`config.mk`:
```
export PLATFORM = sky130hd
export DESIGN_NAME = bcd_calendar_to_epoch_seconds_unit_flat
export DESIGN_NICKNAME = d
export VERILOG_FILES = /design/src/design/bcdce_pkg.sv /design/src/design/bcdce_if.sv /design/src/design/bcd_calendar_to_epoch_seconds_unit.sv /design/src/flat_wrapper.sv
export VERILOG_INCLUDE_DIRS = /design/src /design/src/design
export SDC_FILE = /design/constraint.sdc
export NUM_CORES = 1
export LEC_CHECK = 0
export ABC_AREA = 1
export BUFFER_PORTS_ARGS = -buffer_cell sky130_fd_sc_hd__buf_4
export CORE_ASPECT_RATIO = 0.5
export CORE_MARGIN = 5
export CORE_UTILIZATION = 40
export CTS_CLUSTER_SIZE = 40
export DETAILED_ROUTE_END_ITERATION = 8
export PLACE_DENSITY = 0.7
export SYNTH_ARGS = -nofsm -noshare
export SYNTH_HDL_FRONTEND = slang
export SYNTH_SLANG_ARGS = --single-unit
```
`constraint.sdc`:
```
create_clock -name i_clk -period 5.55 [get_ports i_clk]
set_input_delay 0.555 -clock i_clk [delete_from_list [all_inputs] [get_ports i_clk]]
set_output_delay 0.555 -clock i_clk [all_outputs]
set_load 0.005 [all_outputs]
```
`src/design/bcd_calendar_to_epoch_seconds_unit_macros.svh`:
```
// Assertion macros shared by the BCD calendar to epoch seconds design.
`ifndef BCD_CALENDAR_TO_EPOCH_SECONDS_UNIT_MACROS_SVH
`define BCD_CALENDAR_TO_EPOCH_SECONDS_UNIT_MACROS_SVH

// Same-cycle implication, disabled while in reset.
`define BCDCE_ASSERT_NOW(label, ante, cons, msg) \
    label: assert property (@(posedge i_clk) disable iff (!i_rst_n) (ante) |-> (cons)) \
        else $error(msg);

// Next-cycle implication, disabled while in reset.
`define BCDCE_ASSERT_NEXT(label, ante, cons, msg) \
    label: assert property (@(posedge i_clk) disable iff (!i_rst_n) (ante) |=> (cons)) \
        else $error(msg);

`endif

```
`src/design/bcdce_pkg.sv`:
```
// Package: widths, constants and decode helpers for the BCD calendar to epoch converter.
package bcdce_pkg;

    localparam int FIELD_W = 8;
    localparam int EPOCH_W = 32;
    localparam int DAYS_W  = 16;

    localparam logic [EPOCH_W-1:0] BASE_2000_SECONDS = 32'd946684800;
    localparam logic [DAYS_W-1:0]  MAX_LEGAL_DAYS    = 16'd36524;

    // BCD byte with bit 7 ignored, non-decimal nibbles taken at face value
    function automatic logic [6:0] bcd7(input logic [FIELD_W-1:0] v);
        return 7'(v[3:0]) + 7'(v[6:4]) * 7'd10;
    endfunction

    // Full BCD byte
    function automatic logic [7:0] bcd8(input logic [FIELD_W-1:0] v);
        return 8'(v[3:0]) + 8'(v[7:4]) * 8'd10;
    endfunction

    // Days in the year before the first of month m (m already clamped to 0..12)
    function automatic logic [8:0] month_start(input logic [3:0] m);
        logic [8:0] d;
        unique case (m)
            4'd0, 4'd1: d = 9'd0;
            4'd2:       d = 9'd31;
            4'd3:       d = 9'd59;
            4'd4:       d = 9'd90;
            4'd5:       d = 9'd120;
            4'd6:       d = 9'd151;
            4'd7:       d = 9'd181;
            4'd8:       d = 9'd212;
            4'd9:       d = 9'd243;
            4'd10:      d = 9'd273;
            4'd11:      d = 9'd304;
            default:    d = 9'd334;
        endcase
        return d;
    endfunction

    typedef struct packed {
        logic [6:0] sec;
        logic [6:0] min;
        logic [5:0] hour;
        logic       bad;
    } t_time_info;

endpackage

```
`src/design/bcdce_if.sv`:
```
// Valid/ready channel interfaces for register sets in and epoch results out.
interface bcdce_in_if;
    import bcdce_pkg::*;

    logic               valid;
    logic               ready;
    logic [FIELD_W-1:0] second_bcd;
    logic [FIELD_W-1:0] minute_bcd;
    logic [FIELD_W-1:0] hour_code;
    logic [FIELD_W-1:0] date_bcd;
    logic [FIELD_W-1:0] month_code;
    logic [FIELD_W-1:0] year_bcd;

    modport source (
        output valid, second_bcd, minute_bcd, hour_code, date_bcd, month_code, year_bcd,
        input  ready
    );
    modport sink (
        input  valid, second_bcd, minute_bcd, hour_code, date_bcd, month_code, year_bcd,
        output ready
    );
endinterface

interface bcdce_out_if;
    import bcdce_pkg::*;

    logic               valid;
    logic               ready;
    logic [EPOCH_W-1:0] epoch_seconds;
    logic [DAYS_W-1:0]  days_since_base;
    logic               bad_field;

    modport source (
        output valid, epoch_seconds, days_since_base, bad_field,
        input  ready
    );
    modport sink (
        input  valid, epoch_seconds, days_since_base, bad_field,
        output ready
    );
endinterface

```
`src/design/bcd_calendar_to_epoch_seconds_unit.sv`:
```
// Top level: five-stage pipeline converting BCD clock registers to Unix seconds.
//
// Usage:
//   i_in  carries one set of clock registers (second, minute, hour, date, month,
//         year) per transfer; o_out carries epoch_seconds, days_since_base and
//         bad_field, one result per input transfer, in order.
//   Result path: an accepted set moves through the stage registers r_v1 to r_v5 in
//   order; o_out.valid is r_v5, and the result transfers while o_out.ready is high.
//   Throughput: one transfer per cycle while o_out takes results; the stages are
//   decode and month lookup, day count, days*24, hours*60, minutes*60 plus base, each closed by a register.
//   Every stage advances when it is empty or its successor advances, so a stall
//   at o_out backs up stage by stage; i_in.ready drops only once all five stages
//   hold items. Nothing is dropped or repeated during a stall.
//   Reset (i_rst_n low, synchronous) empties the pipeline; the data registers are not reset.
//   bad_field marks any decoded field out of range; the result is still produced.
module bcd_calendar_to_epoch_seconds_unit (
    input  logic        i_clk,
    input  logic        i_rst_n,
    bcdce_in_if.sink    i_in,
    bcdce_out_if.source o_out
);
    import bcdce_pkg::*;

    logic r_v1, r_v2, r_v3, r_v4, r_v5;
    logic s1_en, s2_en, s3_en, s4_en, s5_en;

    assign s5_en = !r_v5 || o_out.ready;
    assign s4_en = !r_v4 || s5_en;
    assign s3_en = !r_v3 || s4_en;
    assign s2_en = !r_v2 || s3_en;
    assign s1_en = !r_v1 || s2_en;
    assign i_in.ready = s1_en;

    // Stage 1: decode, range check, month lookup
    t_time_info r_t1, n_t1;
    logic [6:0] r_date1, n_date1;
    logic [8:0] r_mstart1, n_mstart1;
    logic       r_leap1, n_leap1;
    logic [7:0] r_yr1, n_yr1;

    logic [6:0] mon;
    logic [4:0] clk12;
    logic [3:0] mclamp;

    always_comb begin
        n_t1.sec  = bcd7(i_in.second_bcd);
        n_t1.min  = bcd7(i_in.minute_bcd);
        n_date1   = bcd7(i_in.date_bcd);
        mon       = bcd7(i_in.month_code);
        n_yr1     = bcd8(i_in.year_bcd);
        clk12     = 5'(i_in.hour_code[3:0]) + (i_in.hour_code[4] ? 5'd10 : 5'd0);
        n_t1.bad  = 1'b0;
        if (i_in.hour_code[6]) begin
            n_t1.hour = ((clk12 == 5'd12) ? 6'd0 : 6'(clk12))
                      + (i_in.hour_code[5] ? 6'd12 : 6'd0);
            if (clk12 < 5'd1 || clk12 > 5'd12) begin
                n_t1.bad = 1'b1;
            end
        end else begin
            n_t1.hour = 6'(i_in.hour_code[3:0]) + 6'(i_in.hour_code[5:4]) * 6'd10;
            if (n_t1.hour > 6'd23) begin
                n_t1.bad = 1'b1;
            end
        end
        if (n_t1.sec > 7'd59 || n_t1.min > 7'd59 || n_date1 < 7'd1 || n_date1 > 7'd31
            || mon < 7'd1 || mon > 7'd12 || n_yr1 > 8'd99) begin
            n_t1.bad = 1'b1;
        end
        mclamp    = (mon > 7'd12) ? 4'd12 : mon[3:0];
        n_mstart1 = month_start(mclamp);
        n_leap1   = (mon > 7'd2) && (n_yr1[1:0] == 2'b00);
    end

    // Stage 2: whole days since 2000-01-01, modulo 2^16
    t_time_info          r_t2;
    logic [DAYS_W-1:0]   r_days2, n_days2;
    logic [DAYS_W:0]     day_sum;

    always_comb begin
        day_sum = 17'(r_date1) + 17'(r_mstart1) + 17'(r_leap1)
                + 17'(r_yr1) * 17'd365 + 17'((9'(r_yr1) + 9'd3) >> 2) - 17'd1;
        n_days2 = day_sum[DAYS_W-1:0];
    end

    // Stages 3 to 5: hours, minutes, seconds
    t_time_info          r_t3, r_t4;
    logic [DAYS_W-1:0]   r_days3, r_days4, r_days5;
    logic                r_bad5;
    logic [20:0]         r_hours3, n_hours3;
    logic [26:0]         r_mins4, n_mins4;
    logic [EPOCH_W-1:0]  r_secs5, n_secs5;

    assign n_hours3 = 21'(r_days2) * 21'd24 + 21'(r_t2.hour);
    assign n_mins4  = 27'(r_hours3) * 27'd60 + 27'(r_t3.min);
    assign n_secs5  = 32'(r_mins4) * 32'd60 + 32'(r_t4.sec) + BASE_2000_SECONDS;

    always_ff @(posedge i_clk) begin
        if (!i_rst_n) begin
            r_v1 <= 1'b0;
            r_v2 <= 1'b0;
            r_v3 <= 1'b0;
            r_v4 <= 1'b0;
            r_v5 <= 1'b0;
        end else begin
            if (s1_en) r_v1 <= i_in.valid;
            if (s2_en) r_v2 <= r_v1;
            if (s3_en) r_v3 <= r_v2;
            if (s4_en) r_v4 <= r_v3;
            if (s5_en) r_v5 <= r_v4;
        end
    end

    always_ff @(posedge i_clk) begin
        if (s1_en) begin
            r_t1      <= n_t1;
            r_date1   <= n_date1;
            r_mstart1 <= n_mstart1;
            r_leap1   <= n_leap1;
            r_yr1     <= n_yr1;
        end
        if (s2_en) begin
            r_t2    <= r_t1;
            r_days2 <= n_days2;
        end
        if (s3_en) begin
            r_t3     <= r_t2;
            r_days3  <= r_days2;
            r_hours3 <= n_hours3;
        end
        if (s4_en) begin
            r_t4    <= r_t3;
            r_days4 <= r_days3;
            r_mins4 <= n_mins4;
        end
        if (s5_en) begin
            r_days5 <= r_days4;
            r_bad5  <= r_t4.bad;
            r_secs5 <= n_secs5;
        end
    end

    assign o_out.valid           = r_v5;
    assign o_out.epoch_seconds   = r_secs5;
    assign o_out.days_since_base = r_days5;
    assign o_out.bad_field       = r_bad5;

`include "bcd_calendar_to_epoch_seconds_unit_macros.svh"

    `BCDCE_ASSERT_NOW(a_no_bubble_stall, !r_v5, i_in.ready,
        "input stalled while output stage empty")
    `BCDCE_ASSERT_NEXT(a_stage2_hold, r_v2 && !s3_en, r_v2 && $stable(r_days2),
        "stage 2 lost or changed a stalled item")
    `BCDCE_ASSERT_NOW(a_legal_range, r_v5 && !r_bad5,
        r_days5 <= MAX_LEGAL_DAYS && r_secs5 >= BASE_2000_SECONDS,
        "legal date produced out-of-range result")

endmodule

```
`src/flat_wrapper.sv`:
```
// flat-port wrapper written by rule: the top's interface ports become plain ports
module bcd_calendar_to_epoch_seconds_unit_flat import bcdce_pkg::*;
  (i_clk, i_rst_n, i_in_valid, i_in_second_bcd, i_in_minute_bcd, i_in_hour_code, i_in_date_bcd, i_in_month_code, i_in_year_bcd, i_in_ready, o_out_valid, o_out_epoch_seconds, o_out_days_since_base, o_out_bad_field, o_out_ready);
  bcdce_in_if i_in_i ();
  bcdce_out_if o_out_i ();
  input  logic i_clk;
  input  logic i_rst_n;
  input wire logic [$bits(i_in_i.valid)-1:0] i_in_valid;
  input wire logic [$bits(i_in_i.second_bcd)-1:0] i_in_second_bcd;
  input wire logic [$bits(i_in_i.minute_bcd)-1:0] i_in_minute_bcd;
  input wire logic [$bits(i_in_i.hour_code)-1:0] i_in_hour_code;
  input wire logic [$bits(i_in_i.date_bcd)-1:0] i_in_date_bcd;
  input wire logic [$bits(i_in_i.month_code)-1:0] i_in_month_code;
  input wire logic [$bits(i_in_i.year_bcd)-1:0] i_in_year_bcd;
  output wire logic [$bits(i_in_i.ready)-1:0] i_in_ready;
  output wire logic [$bits(o_out_i.valid)-1:0] o_out_valid;
  output wire logic [$bits(o_out_i.epoch_seconds)-1:0] o_out_epoch_seconds;
  output wire logic [$bits(o_out_i.days_since_base)-1:0] o_out_days_since_base;
  output wire logic [$bits(o_out_i.bad_field)-1:0] o_out_bad_field;
  input wire logic [$bits(o_out_i.ready)-1:0] o_out_ready;
  assign i_in_i.valid = i_in_valid;
  assign i_in_i.second_bcd = i_in_second_bcd;
  assign i_in_i.minute_bcd = i_in_minute_bcd;
  assign i_in_i.hour_code = i_in_hour_code;
  assign i_in_i.date_bcd = i_in_date_bcd;
  assign i_in_i.month_code = i_in_month_code;
  assign i_in_i.year_bcd = i_in_year_bcd;
  assign i_in_ready = i_in_i.ready;
  assign o_out_valid = o_out_i.valid;
  assign o_out_epoch_seconds = o_out_i.epoch_seconds;
  assign o_out_days_since_base = o_out_i.days_since_base;
  assign o_out_bad_field = o_out_i.bad_field;
  assign o_out_i.ready = o_out_ready;
  bcd_calendar_to_epoch_seconds_unit u_core (.i_clk(i_clk), .i_rst_n(i_rst_n), .i_in(i_in_i), .o_out(o_out_i));
endmodule
```
* After elaboration in Yosys (flattened, before gate mapping)
Memories as Yosys holds them, arrays and structs flattened. A register that Yosys moved wholly into a read port is not among the register bits.
Cells that the tools add are included.
** Cells by class
- Add/subtract/negate cells :: 18
- Multipliers :: 10
- Magnitude comparators :: 11
- Equality and inequality tests :: 1
- Mux-type cells :: 7
- Reductions and logical operators :: 19
** Operator list (number)
- $add 32x30->32 const B :: 1
- $add 32x7->32 :: 1
- $mul 27x4->30 const B :: 1
- $add 4x7->7 :: 4
- $add 27x7->27 :: 1
- $mul 21x4->25 const B :: 1
- $mul 3x3->6 const B :: 4
- $add 21x6->21 :: 1
- $mul 16x2->18 const B :: 1
- $add 16x1->16 :: 1
- $add 16x15->16 :: 1
- $add 16x16->16 :: 1
- $mul 8x9->16 const B :: 1
- $sub 16x1->16 const B :: 1
- $gt 7x6->1 const B :: 2
- $lt 7x1->1 const B :: 2
- $logic_or 1x1->1 :: 12
- $mux 4 :: 3
- $add 7x9->10 :: 1
- $add 8x2->9 const B :: 1
- $add 4x8->8 :: 1
- $gt 8x7->1 const B :: 1
- $gt 7x2->1 const B :: 1
- $gt 7x4->1 const B :: 1
- other kinds (16) :: 21
** Storage, ports and cells
- Register bits :: 231
- Bits in read-only memories :: 144
- Word-level logic and storage cells :: 96
- Memories kept :: 1
** Memory list
- (no name shown) :: words 16, width 9, read ports 1, clocked after Yosys merged registers in 1, wr ports 0, RTL line bcdce_pkg.sv:24 : unique case (m)

* Logic depth before layout (Yosys ltp)
Gate-level depths: netlist of the first run.
- Depth after elaboration :: 9
- Mapped depth :: 25
- Gate-level depth less buffers :: 25

* Least setup slack after synthesis of the first run
Ideal clock, no wire load.
- Kind :: input to output
- From :: input port o_out_ready
- To :: output port i_in_ready
- Arrival :: 5.176 ns
- Path slack :: -0.181 ns
- Stages :: 8
- Path buffers :: 0
- Cell sequence :: nor2_1 > inv_1 > nor2_1 > inv_1 > nor2_1 > inv_1 > nor2_1 > nand2_1
** Between the ends
- Word-level cells in the longest chain between the ends :: 5
** RTL lines
- start, declared :: RTL line flat_wrapper.sv:20 : input wire logic [$bits(o_out_i.ready)-1:0] o_out_ready;
- $logic_or 1x1->1 :: RTL line bcd_calendar_to_epoch_seconds_unit.sv:27 : assign s5_en = !r_v5 || o_out.ready;
- via u_core.s5_en :: RTL line bcd_calendar_to_epoch_seconds_unit.sv:25 : logic s1_en, s2_en, s3_en, s4_en, s5_en;
- $logic_or 1x1->1 :: RTL line bcd_calendar_to_epoch_seconds_unit.sv:28 : assign s4_en = !r_v4 || s5_en;
- via u_core.s4_en :: RTL line bcd_calendar_to_epoch_seconds_unit.sv:25
- $logic_or 1x1->1 :: RTL line bcd_calendar_to_epoch_seconds_unit.sv:29 : assign s3_en = !r_v3 || s4_en;
- via u_core.s3_en :: RTL line bcd_calendar_to_epoch_seconds_unit.sv:25
- $logic_or 1x1->1 :: RTL line bcd_calendar_to_epoch_seconds_unit.sv:30 : assign s2_en = !r_v2 || s3_en;
- $logic_or 1x1->1 :: RTL line bcd_calendar_to_epoch_seconds_unit.sv:31 : assign s1_en = !r_v1 || s2_en;
- end, declared :: RTL line flat_wrapper.sv:15 : output wire logic [$bits(i_in_i.ready)-1:0] i_in_ready;
The timed path passes the listed nets, and every way through them passes these cells.

* Final worst setup path of the first run
- From :: register u_core.r_yr1[1]
- To :: register u_core.r_days2[14], data pin
** Between the ends
- Word-level cells in the longest chain between the ends :: 4
** RTL lines
- start, declared :: RTL line bcd_calendar_to_epoch_seconds_unit.sv:39 : logic [7:0] r_yr1, n_yr1;
- start signal, assigned :: RTL line bcd_calendar_to_epoch_seconds_unit.sv:119 : r_yr1 <= n_yr1;
- $mul 8x9->16 :: RTL line bcd_calendar_to_epoch_seconds_unit.sv:81 : + 17'(r_yr1) * 17'd365 + 17'((9'(r_yr1) + 9'd3) >> 2) - 17'd1;
- $add 16x16->16 :: RTL line bcd_calendar_to_epoch_seconds_unit.sv:81
- $add 16x15->16 * :: RTL line bcd_calendar_to_epoch_seconds_unit.sv:81
- $sub 16x1->16 * :: RTL line bcd_calendar_to_epoch_seconds_unit.sv:81
- via u_core.day_sum[14] :: RTL line bcd_calendar_to_epoch_seconds_unit.sv:77 : logic [DAYS_W:0] day_sum;
- end signal, assigned :: RTL line bcd_calendar_to_epoch_seconds_unit.sv:123 : r_days2 <= n_days2;
- end, declared :: RTL line bcd_calendar_to_epoch_seconds_unit.sv:76 : logic [DAYS_W-1:0] r_days2, n_days2;
The timed path passes the listed nets; every way through them passes the cells marked *.
A chain may end at the register's enable or synchronous reset.

==> qor.yml, run 1 <==
synth:
  synthTopCellsByCount: "nand2_1 (472), inv_1 (452), edfxtp_1 (235)"
  yosysWarnings: 0
  synth_top_area_share: 0.355
  syn_area_mm2: 0.0199
  synth_top_area_cell: "edfxtp_1"
  synth.most_common_cell: "nand2_1"
  synth-async-reset-ratio: 0
  ys_seq_area_frac: 0.361
  synthDistinctLibCells: 47
  synth_seq_cells: 240
  synthCells: 2161
  synth_ff_type: "edfxtp_1"
  syn_area_per_cell_um2: 9.19
  syn_nets: 2551
  synth-edff-count: 235
  synthTopCellsByArea: "edfxtp_1 (36%), fa_1 (15%), ha_1 (12%), nand2_1 (8.9%), inv_1 (8.5%)"
timing:
  rsz0062_at_grt: "false"
  finalHoldViolCount: 0
  postLayoutSetupSlackWorst_ns: 0.540
  min_period_ns: 5.01
  fin_tns_setup_ns: 0
  relSlewSlack: 0.342
  finalMaxSlewViolations: 0
  setup_violations: 0
  skew_ns: 0.0246
  finalCritPeriodShare: 0.903
  fmax_ghz: 0.200
  worst_pin_slew_ns: 0.974
grt:
  grt_max_degree: 54
  grt_overflow: 0
  antenna_found_initial: 0
  grt_pass1_vias: 14100
  grt_usage: 0.139
  grt_pass1_wl_um: 65000
critical_path:
  cp_max_fo: 5
  crit_type: "flop to flop"
  start_kind: "flop"
  critical_path.cell_chain: "inv_1 -> ha_1 -> xnor2_1 -> ha_1 -> ha_1 -> inv_1 -> fa_1 -> inv_1 -> fa_1 -> fa_1 -> ha_1 -> inv_1 -> fa_1 -> nand3b_1 -> and2_1 -> o221ai_1 -> nand3_1 -> nand2_1 -> nand3_1 -> and2_1 -> xor2_1"
  reg2reg_from: "u_core.r_yr1[1]"
  slowest_delay_ns: 0.55
  cp-startpoint: "u_core.r_yr1[1]"
  crit_required_ns: 5.86
  crit_buf_inv: 4
  slowest_stage: "fa_1"
  path_delay_family: "adder cells"
  critPathCaptureType: "flop"
  arrival_ns: 5.32
status:
  status: "complete, no violations"
layout:
  n_antenna_cell: 0
  syn_to_final_growth_pct: 12.2
  fin_nets: 2676
  instances_no_fill: 2953
  final_layout_size_suffix_gt1_frac: 0.0816
  finish.instance_area_mm2: 0.0223
drt:
  drt_iter0_markers: 714
  wl_um: 36600
  post_drt_wl_per_cell_um: 12.4
  ant_nets: 0
  drc: 0
  vias_per_cell: 4.65
  vias: 13700
  drt_pass1_iterations: 5
place:
  place_area_mm2: 0.0214
  place_ws_ns: 0.523
  hpwl_um: 29500
  port_buffers: 97
  gp_congestion: 0.889
  dp_cells: 2909
clock_tree:
  htreeDepth: 1
  cts_tree: "yes"
  clk_pin_slew_worst_paths_ns: 0.07
  post_cts.repair.setup_buffers: 0
  cts_hold_buffers: 0
  numCtsBuffers: 24
  root_buffer: "clkbuf_16"
  cts.sinks: 240
  post_cts_resized: 0
  cts_buffer_depth: 3
  clkLatencyLatePin_ns: 0.55
floorplanning:
  die-area_mm2: 0.0545
  die_x_um: 325
  die_h_um: 168
  start_util: 0.407
  io-pin-count: 103
  fp.coreArea_mm2: 0.0488
  rows: 57
min_path:
  hold_class: "input port to flop"
  hp-start: "i_in_year_bcd[0]"
flow_run:
  drv_cap: 0
registers in the layout, summed over array words and instances (netlist names):
register,cells
u_core.r_v3,1
u_core.r_t3,15
u_core.r_t2,21
u_core.o_out.epoch_seconds,32
u_core.r_days2,16
u_core.o_out.valid,1
u_core.r_hours3,21
u_core.r_mstart1,9
u_core.r_yr1,8
u_core.r_t4,8
u_core.r_v4,1
u_core.r_mins4,27
u_core.o_out.days_since_base,16
u_core.r_t1,21
u_core.r_v1,1
u_core.o_out.bad_field,1
u_core.r_v2,1
u_core.r_date1,7
u_core.r_days4,16
u_core.r_leap1,1
u_core.r_days3,16
final timing paths:
kind	end	slack, ns	cells after the start
worst min register to register	u_core.r_t4[20]	0.41	0
worst min-delay path	u_core.r_yr1[0]	0.18	1
worst max-delay path	u_core.r_days2[14]	0.54	21
worst max register to register	u_core.r_days2[14]	0.54	21
cell type report:
| cell class | count | area (um2) |
|---|---|---|
| clock buffers | 26 | 608 |
| clock inverters | 18 | 239 |
| fillers | 4576 | 26500 |
| inverters | 453 | 1700 |
| multi-input cells | 1464 | 11000 |
| flip-flops and latches | 240 | 7160 |
| well taps | 649 | 812 |
| repair buffers | 103 | 773 |
logic make-up after synthesis:
group	share of synthesized area
simple gates	0.179
fa+ha+maj	0.267
flops	0.361
compound gates	0.0467
buf+inv	0.0865
xor+xnor	0.0594
cell usage in the layout, fill, tap and decap left out, drive strengths merged, types with 34 or more instances in the layout:
master,netlist,routed
buf,1,103
o21ai,34,34
a21oi,93,93
ha,194,194
xor2,100,100
edfxtp,235,235
nand2,487,487
inv,453,457
nand3,122,122
fa,144,144
nor2,148,148
layer usage:
metal | share of wire | up-vias | GRT usage | routed length, um
met2 | 0.48 | 160 | 0.247 | 17400
met4 | 0.014 | 0 | 0.0243 | 524
met1 | 0.47 | 6378 | 0.185 | 17400
met3 | 0.035 | 38 | 0.0220 | 1280
met5 | 0 | - | 0 | 0
li1 | - | 7152 | - | -
metrics by stage:
stage,hold WS [ns],util
final,0.182,0.457
after global routing,0.150,0.457
after CTS,0.146,0.457
after detailed placement,0.405,0.439
after global placement,0.401,0.439
after floorplan,0.400,-
Power of run 1 is not shown: default switching activity piles up to over one toggle a cycle in this logic, so the estimate is an artifact.
==> inputs of run 2 (changes only) <==
Settings changed: CORE_UTILIZATION 40 to 35, PLACE_DENSITY 0.7 to 0.64.
==> qor.yml, run 2 (same netlist as run 1, synthesis figures left out) <==
status:
  status: "complete, no violations"  # unchanged
floorplanning:
  fp.coreArea_mm2: 0.0559  # was 0.0488 mm2
  die-area_mm2: 0.0619  # was 0.0545 mm2
  die_x_um: 347  # was 325 um
  start_util: 0.355  # was 0.407
  die_h_um: 178  # was 168 um
  rows: 61  # was 57
  io-pin-count: 103  # unchanged
layout:
  fin_nets: 2676  # unchanged
  syn_to_final_growth_pct: 12.5  # was 12.2%
  register_area_mm2: 0.00716  # unchanged
  largest_reg_flops: 32  # unchanged
  postLayoutCoreUtil: 0.400  # was 0.457
  layout_commonest_cell: "nand2_1"  # unchanged
  nFillCells: 5472  # was 4576
  layout_common_cells: "nand2_1 (471), inv_1 (449), edfxtp_1 (235), ha_1 (194), fa_1 (144)"  # unchanged
  multi_input_area_mm2: 0.0110  # unchanged
  final_layout_size_suffix_gt1_frac: 0.0808  # was 0.0816
  n_antenna_cell: 0  # unchanged
clock_tree:
  post_cts.repair.setup_buffers: 0  # unchanged
  cts_hold_buffers: 0  # unchanged
  post_cts_resized: 0  # unchanged
  clk_pin_slew_worst_paths_ns: 0.06  # was 0.07 ns
  root_buffer: "clkbuf_16"  # unchanged
  numCtsBuffers: 25  # was 24
  cts_tree: "yes"  # unchanged
  cts_buffer_depth: 3  # unchanged
  cts.sinks: 240  # unchanged
  htreeDepth: 1  # unchanged
  clkLatencyLatePin_ns: 0.54  # was 0.55 ns
grt:
  grt_pass1_wl_um: 62100  # was 65000 um
  grt_max_degree: 54  # unchanged
  grt_usage: 0.118  # was 0.139
  grt_pass1_vias: 13500  # was 14100
  antenna_found_initial: 0  # unchanged
  grt_overflow: 0  # unchanged
critical_path:
  cp_max_fo: 5  # unchanged
  crit_required_ns: 5.83  # was 5.86 ns
  critPathCaptureType: "flop"  # unchanged
  reg2reg_from: "u_core.r_mstart1[0]"  # was u_core.r_yr1[1]
  cp-startpoint: "u_core.r_mstart1[0]"  # was u_core.r_yr1[1]
  start_kind: "flop"  # unchanged
  arrival_ns: 5.41  # was 5.32 ns
  crit_type: "flop to flop"  # unchanged
drt:
  drt_pass1_iterations: 5  # unchanged
  ant_nets: 0  # unchanged
  drt_iter0_markers: 606  # was 714
  post_drt_wl_per_cell_um: 11.6  # was 12.4 um
  wl_met1_um: 17400  # about the same
  vias_per_cell: 4.41  # was 4.65
  met3_length_um: 1140  # was 1280 um
  drc: 0  # unchanged
  vias: 13500  # was 13700
  wl_um: 35500  # was 36600 um
  top_layer: "met4"  # unchanged
  wl_met2_um: 16600  # was 17400 um
timing:
  postLayoutSetupSlackWorst_ns: 0.418  # was 0.540 ns
  fin_tns_setup_ns: 0  # unchanged
  finalMaxSlewViolations: 0  # unchanged
  skew_ns: 0.0168  # was 0.0246 ns
  worst_pin_slew_ns: 0.997  # was 0.974 ns
  finalCritPeriodShare: 0.925  # was 0.903
  setup_violations: 0  # unchanged
  relSlewSlack: 0.327  # was 0.342
  min_period_ns: 5.13  # was 5.01 ns
  rsz0062_at_grt: "false"  # unchanged
  fmax_ghz: 0.195  # was 0.200 GHz
  finalHoldViolCount: 0  # unchanged
min_path:
  hp-start: "i_in_second_bcd[0]"  # was i_in_year_bcd[0]
  hold_class: "input port to flop"  # unchanged
flow_run:
  drv_cap: 0  # unchanged
place:
  place_ws_ns: 0.385  # was 0.523 ns
  gp_congestion: 0.852  # was 0.889
  port_buffers: 97  # unchanged
  hpwl_um: 29200  # was 29500 um
==> run 2: cell count changes in the layout (fill, tap and decap cells not counted), moves of 2 or more <==
cell and change:
clkbuf_1 +4, clkinv_1 -4, clkinvlp_4 -3, bufinv_16 -2
clkinv_2 +2, clkinv_4 +2
==> run 2: cell type report <==
class	count	area share
clock buffer	31	0.0290
multi-input combinational	1464	0.492
clock inverter	12	0.00633
sequential	240	0.320
inverter	453	0.0761
tap	756	0.0423
timing repair buffer	102	0.0343
==> run 2: path summary, 6_finish.rpt <==
kind | slack, ns | depth (start not counted) | end
worst max register to register | 0.42 | 20 | u_core.r_days2[13]
worst max-delay path | 0.42 | 20 | u_core.r_days2[13]
worst min register to register | 0.41 | 0 | u_core.r_t2[3]
worst min-delay path | 0.19 | 1 | u_core.r_t1[14]
==> run 2: routing by layer <==
metal / vias up / global-route usage
met3: 36 / 0.0175
met5: - / 0
met4: 0 / 0.0192
met1: 6179 / 0.157
li1: 7144 / -
met2: 128 / 0.208
==> run 2: critical path, cell delays in order, from the launching register on <==
cell	delay, ns
edfxtp_1	0.36
ha_1	0.23
fa_1	0.41
a21oi_1	0.15
o21bai_1	0.11
a21oi_1	0.13
o21bai_1	0.11
xor2_1	0.17
fa_1	0.52
fa_1	0.45
fa_1	0.56
inv_1	0.05
ha_1	0.35
a21oi_1	0.13
a21boi_0	0.39
o21ai_0	0.21
a21oi_1	0.16
o21bai_1	0.10
nand3_1	0.08
nand2_1	0.06
xor2_1	0.14
==> run 2: through the flow <==
| step | hold WS (ns) | std cells | instance area [um2] |
|---|---|---|---|
| after floorplan | 0.400 | 2161 | 19900 |
| after CTS | 0.160 | 3058 | 22300 |
| after global routing | 0.161 | 3058 | 22300 |
| after detailed placement | 0.405 | 3015 | 21500 |
| final | 0.194 | 3058 | 22300 |
| after global placement | 0.401 | 3015 | 21500 |
Power of run 2 is left out for the same reason.
==> inputs of run 3 (changes only) <==
Settings changed: CORE_ASPECT_RATIO 0.5 to 1.4.
==> qor.yml, run 3 (same netlist as run 1, synthesis figures left out) <==
timing:
  finalMaxSlewViolations: 0  # unchanged
  finalCritPeriodShare: 0.919  # was 0.925
  whs_ns: 0.159  # was 0.194 ns
  rsz0062_at_grt: "false"  # unchanged
  setup_violations: 0  # unchanged
  fin_tns_setup_ns: 0  # unchanged
  finalHoldViolCount: 0  # unchanged
  min_period_ns: 5.10  # was 5.13 ns
  relSlewSlack: 0.236  # was 0.327
  fmax_ghz: 0.196  # was 0.195 GHz
  skew_ns: 0.0329  # was 0.0168 ns
  worst_pin_slew_ns: 1.13  # was 0.997 ns
layout:
  final_layout_size_suffix_gt1_frac: 0.0852  # was 0.0808
  layout_common_cells: "nand2_1 (471), inv_1 (449), edfxtp_1 (235), ha_1 (194), fa_1 (144)"  # unchanged
  n_antenna_cell: 0  # unchanged
  fin_nets: 2682  # was 2676
  largest_reg_flops: 32  # unchanged
  layout_commonest_cell: "nand2_1"  # unchanged
  syn_to_final_growth_pct: 13.2  # was 12.5%
  nFillCells: 5505  # was 5472
  finish.instance_area_mm2: 0.0225  # was 0.0223 mm2
place:
  hpwl_um: 34400  # was 29200 um
  place_area_mm2: 0.0215  # about the same
  gp_congestion: 0.888  # was 0.852
  port_buffers: 97  # unchanged
clock_tree:
  htreeDepth: 1  # unchanged
  numCtsBuffers: 28  # was 25
  cts_buffer_depth: 3  # unchanged
  clk_pin_slew_worst_paths_ns: 0.06  # about the same
  cts_tree: "yes"  # unchanged
  clkLatencyLatePin_ns: 0.58  # was 0.54 ns
  cts.sinks: 240  # unchanged
  cts_hold_buffers: 0  # unchanged
  post_cts.repair.setup_buffers: 0  # unchanged
  root_buffer: "clkbuf_16"  # unchanged
  post_cts_resized: 0  # unchanged
status:
  status: "complete, no violations"  # unchanged
floorplanning:
  die_x_um: 211  # was 347 um
  die-area_mm2: 0.0616  # was 0.0619 mm2
  io-pin-count: 103  # unchanged
  start_util: 0.352  # was 0.355
  die_h_um: 292  # was 178 um
  fp.coreArea_mm2: 0.0563  # was 0.0559 mm2
  rows: 103  # was 61
critical_path:
  cp_max_fo: 5  # unchanged
  slowest_stage: "fa_1"  # unchanged
  slowest_delay_ns: 0.56  # about the same
  crit_required_ns: 5.86  # was 5.83 ns
  critical_path.cell_chain: "ha_1 -> fa_1 -> a21oi_1 -> o21bai_1 -> a21oi_1 -> o21bai_1 -> xor2_1 -> fa_1 -> fa_1 -> fa_1 -> inv_1 -> ha_1 -> a21oi_1 -> a21boi_0 -> buf_4 -> o21ai_0 -> a21oi_1 -> o21bai_1 -> nand3_1 -> nand2_1 -> xor2_1"  # was ha_1 -> fa_1 -> a21oi_1 -> o21bai_1 -> a21oi_1 -> o21bai_1 -> xor2_1 -> fa_1 -> fa_1 -> fa_1 -> inv_1 -> ha_1 -> a21oi_1 -> a21boi_0 -> o21ai_0 -> a21oi_1 -> o21bai_1 -> nand3_1 -> nand2_1 -> xor2_1
  crit_type: "flop to flop"  # unchanged
  arrival_ns: 5.41  # about the same
  critPathCaptureType: "flop"  # unchanged
  start_kind: "flop"  # unchanged
grt:
  antenna_found_initial: 0  # unchanged
  grt_overflow: 0  # unchanged
  grt_max_degree: 54  # unchanged
  grt_pass1_wl_um: 69100  # was 62100 um
  grt_usage: 0.135  # was 0.118
  grt_pass1_vias: 14900  # was 13500
min_path:
  hold_class: "input port to flop"  # unchanged
drt:
  vias: 13900  # was 13500
  post_drt_wl_per_cell_um: 13.5  # was 11.6 um
  drc: 0  # unchanged
  ant_nets: 0  # unchanged
  drt_iter0_markers: 337  # was 606
  vias_per_cell: 4.58  # was 4.41
  wl_um: 41000  # was 35500 um
  drt_pass1_iterations: 5  # unchanged
flow_run:
  drv_cap: 0  # unchanged
[run 3: cell types whose count changed in the layout (fill, tap and decap cells not counted), moves of 2 or more]
cell        previous run  this run
buf_4                102       105
clkbuf_1               6         4
clkbuf_16             25        28
clkinv_2               3         7
clkinvlp_4             0         2
inv_8                  2         0
[run 3: final timing paths]
check / start / end / slack (ns) / depth (start not counted)
setup / recovery: u_core.r_mstart1[0] / u_core.r_days2[13] / 0.45 / 21
hold / removal: i_in_minute_bcd[0] / u_core.r_t1[7] / 0.16 / 1
setup reg to reg: u_core.r_mstart1[0] / u_core.r_days2[13] / 0.45 / 21
hold reg to reg: u_core.r_t4[0] / u_core.o_out.bad_field / 0.41 / 0
[run 3: worst max-delay path, delay by kind of cell (launching register included)]
family / cells / cell delay (ns)
flip-flops: 1 / 0.38
buffers and inverters: 2 / 0.19
XOR/XNOR: 2 / 0.23
adder cells (fa/ha/maj): 6 / 2.59
AND/OR/NAND/NOR: 2 / 0.19
AO/OA/AOI/OAI: 9 / 1.25
[run 3: layout make-up]
class	instances	area [um2]	share of cell area
Clock buffer	32	716	0.0319
Multi-Input combinational cell	1464	11000	0.489
Tap cell	735	920	0.0409
Clock inverter	18	209	0.00930
Inverter	453	1700	0.0757
Timing Repair Buffer	105	788	0.0351
Sequential cell	240	7160	0.319
[run 3: per-stage QoR]
step	worst slack [ns]	utilization	instances
after floorplan	0.219	-	2161
after global placement	0.486	0.383	2997
after detailed placement	0.447	0.383	2997
after CTS	0.401	0.399	3047
after global routing	0.128	0.399	3047
final	0.449	0.399	3047
[run 3: metal layers]
metal	share of wire	vias up	track usage
met1	0.35	6533	0.131
met3	0.031	69	0.0166
met5	0	-	0
li1	-	7163	-
met4	0.026	0	0.0367
met2	0.60	179	0.288
Power of run 3 is left out for the same reason.
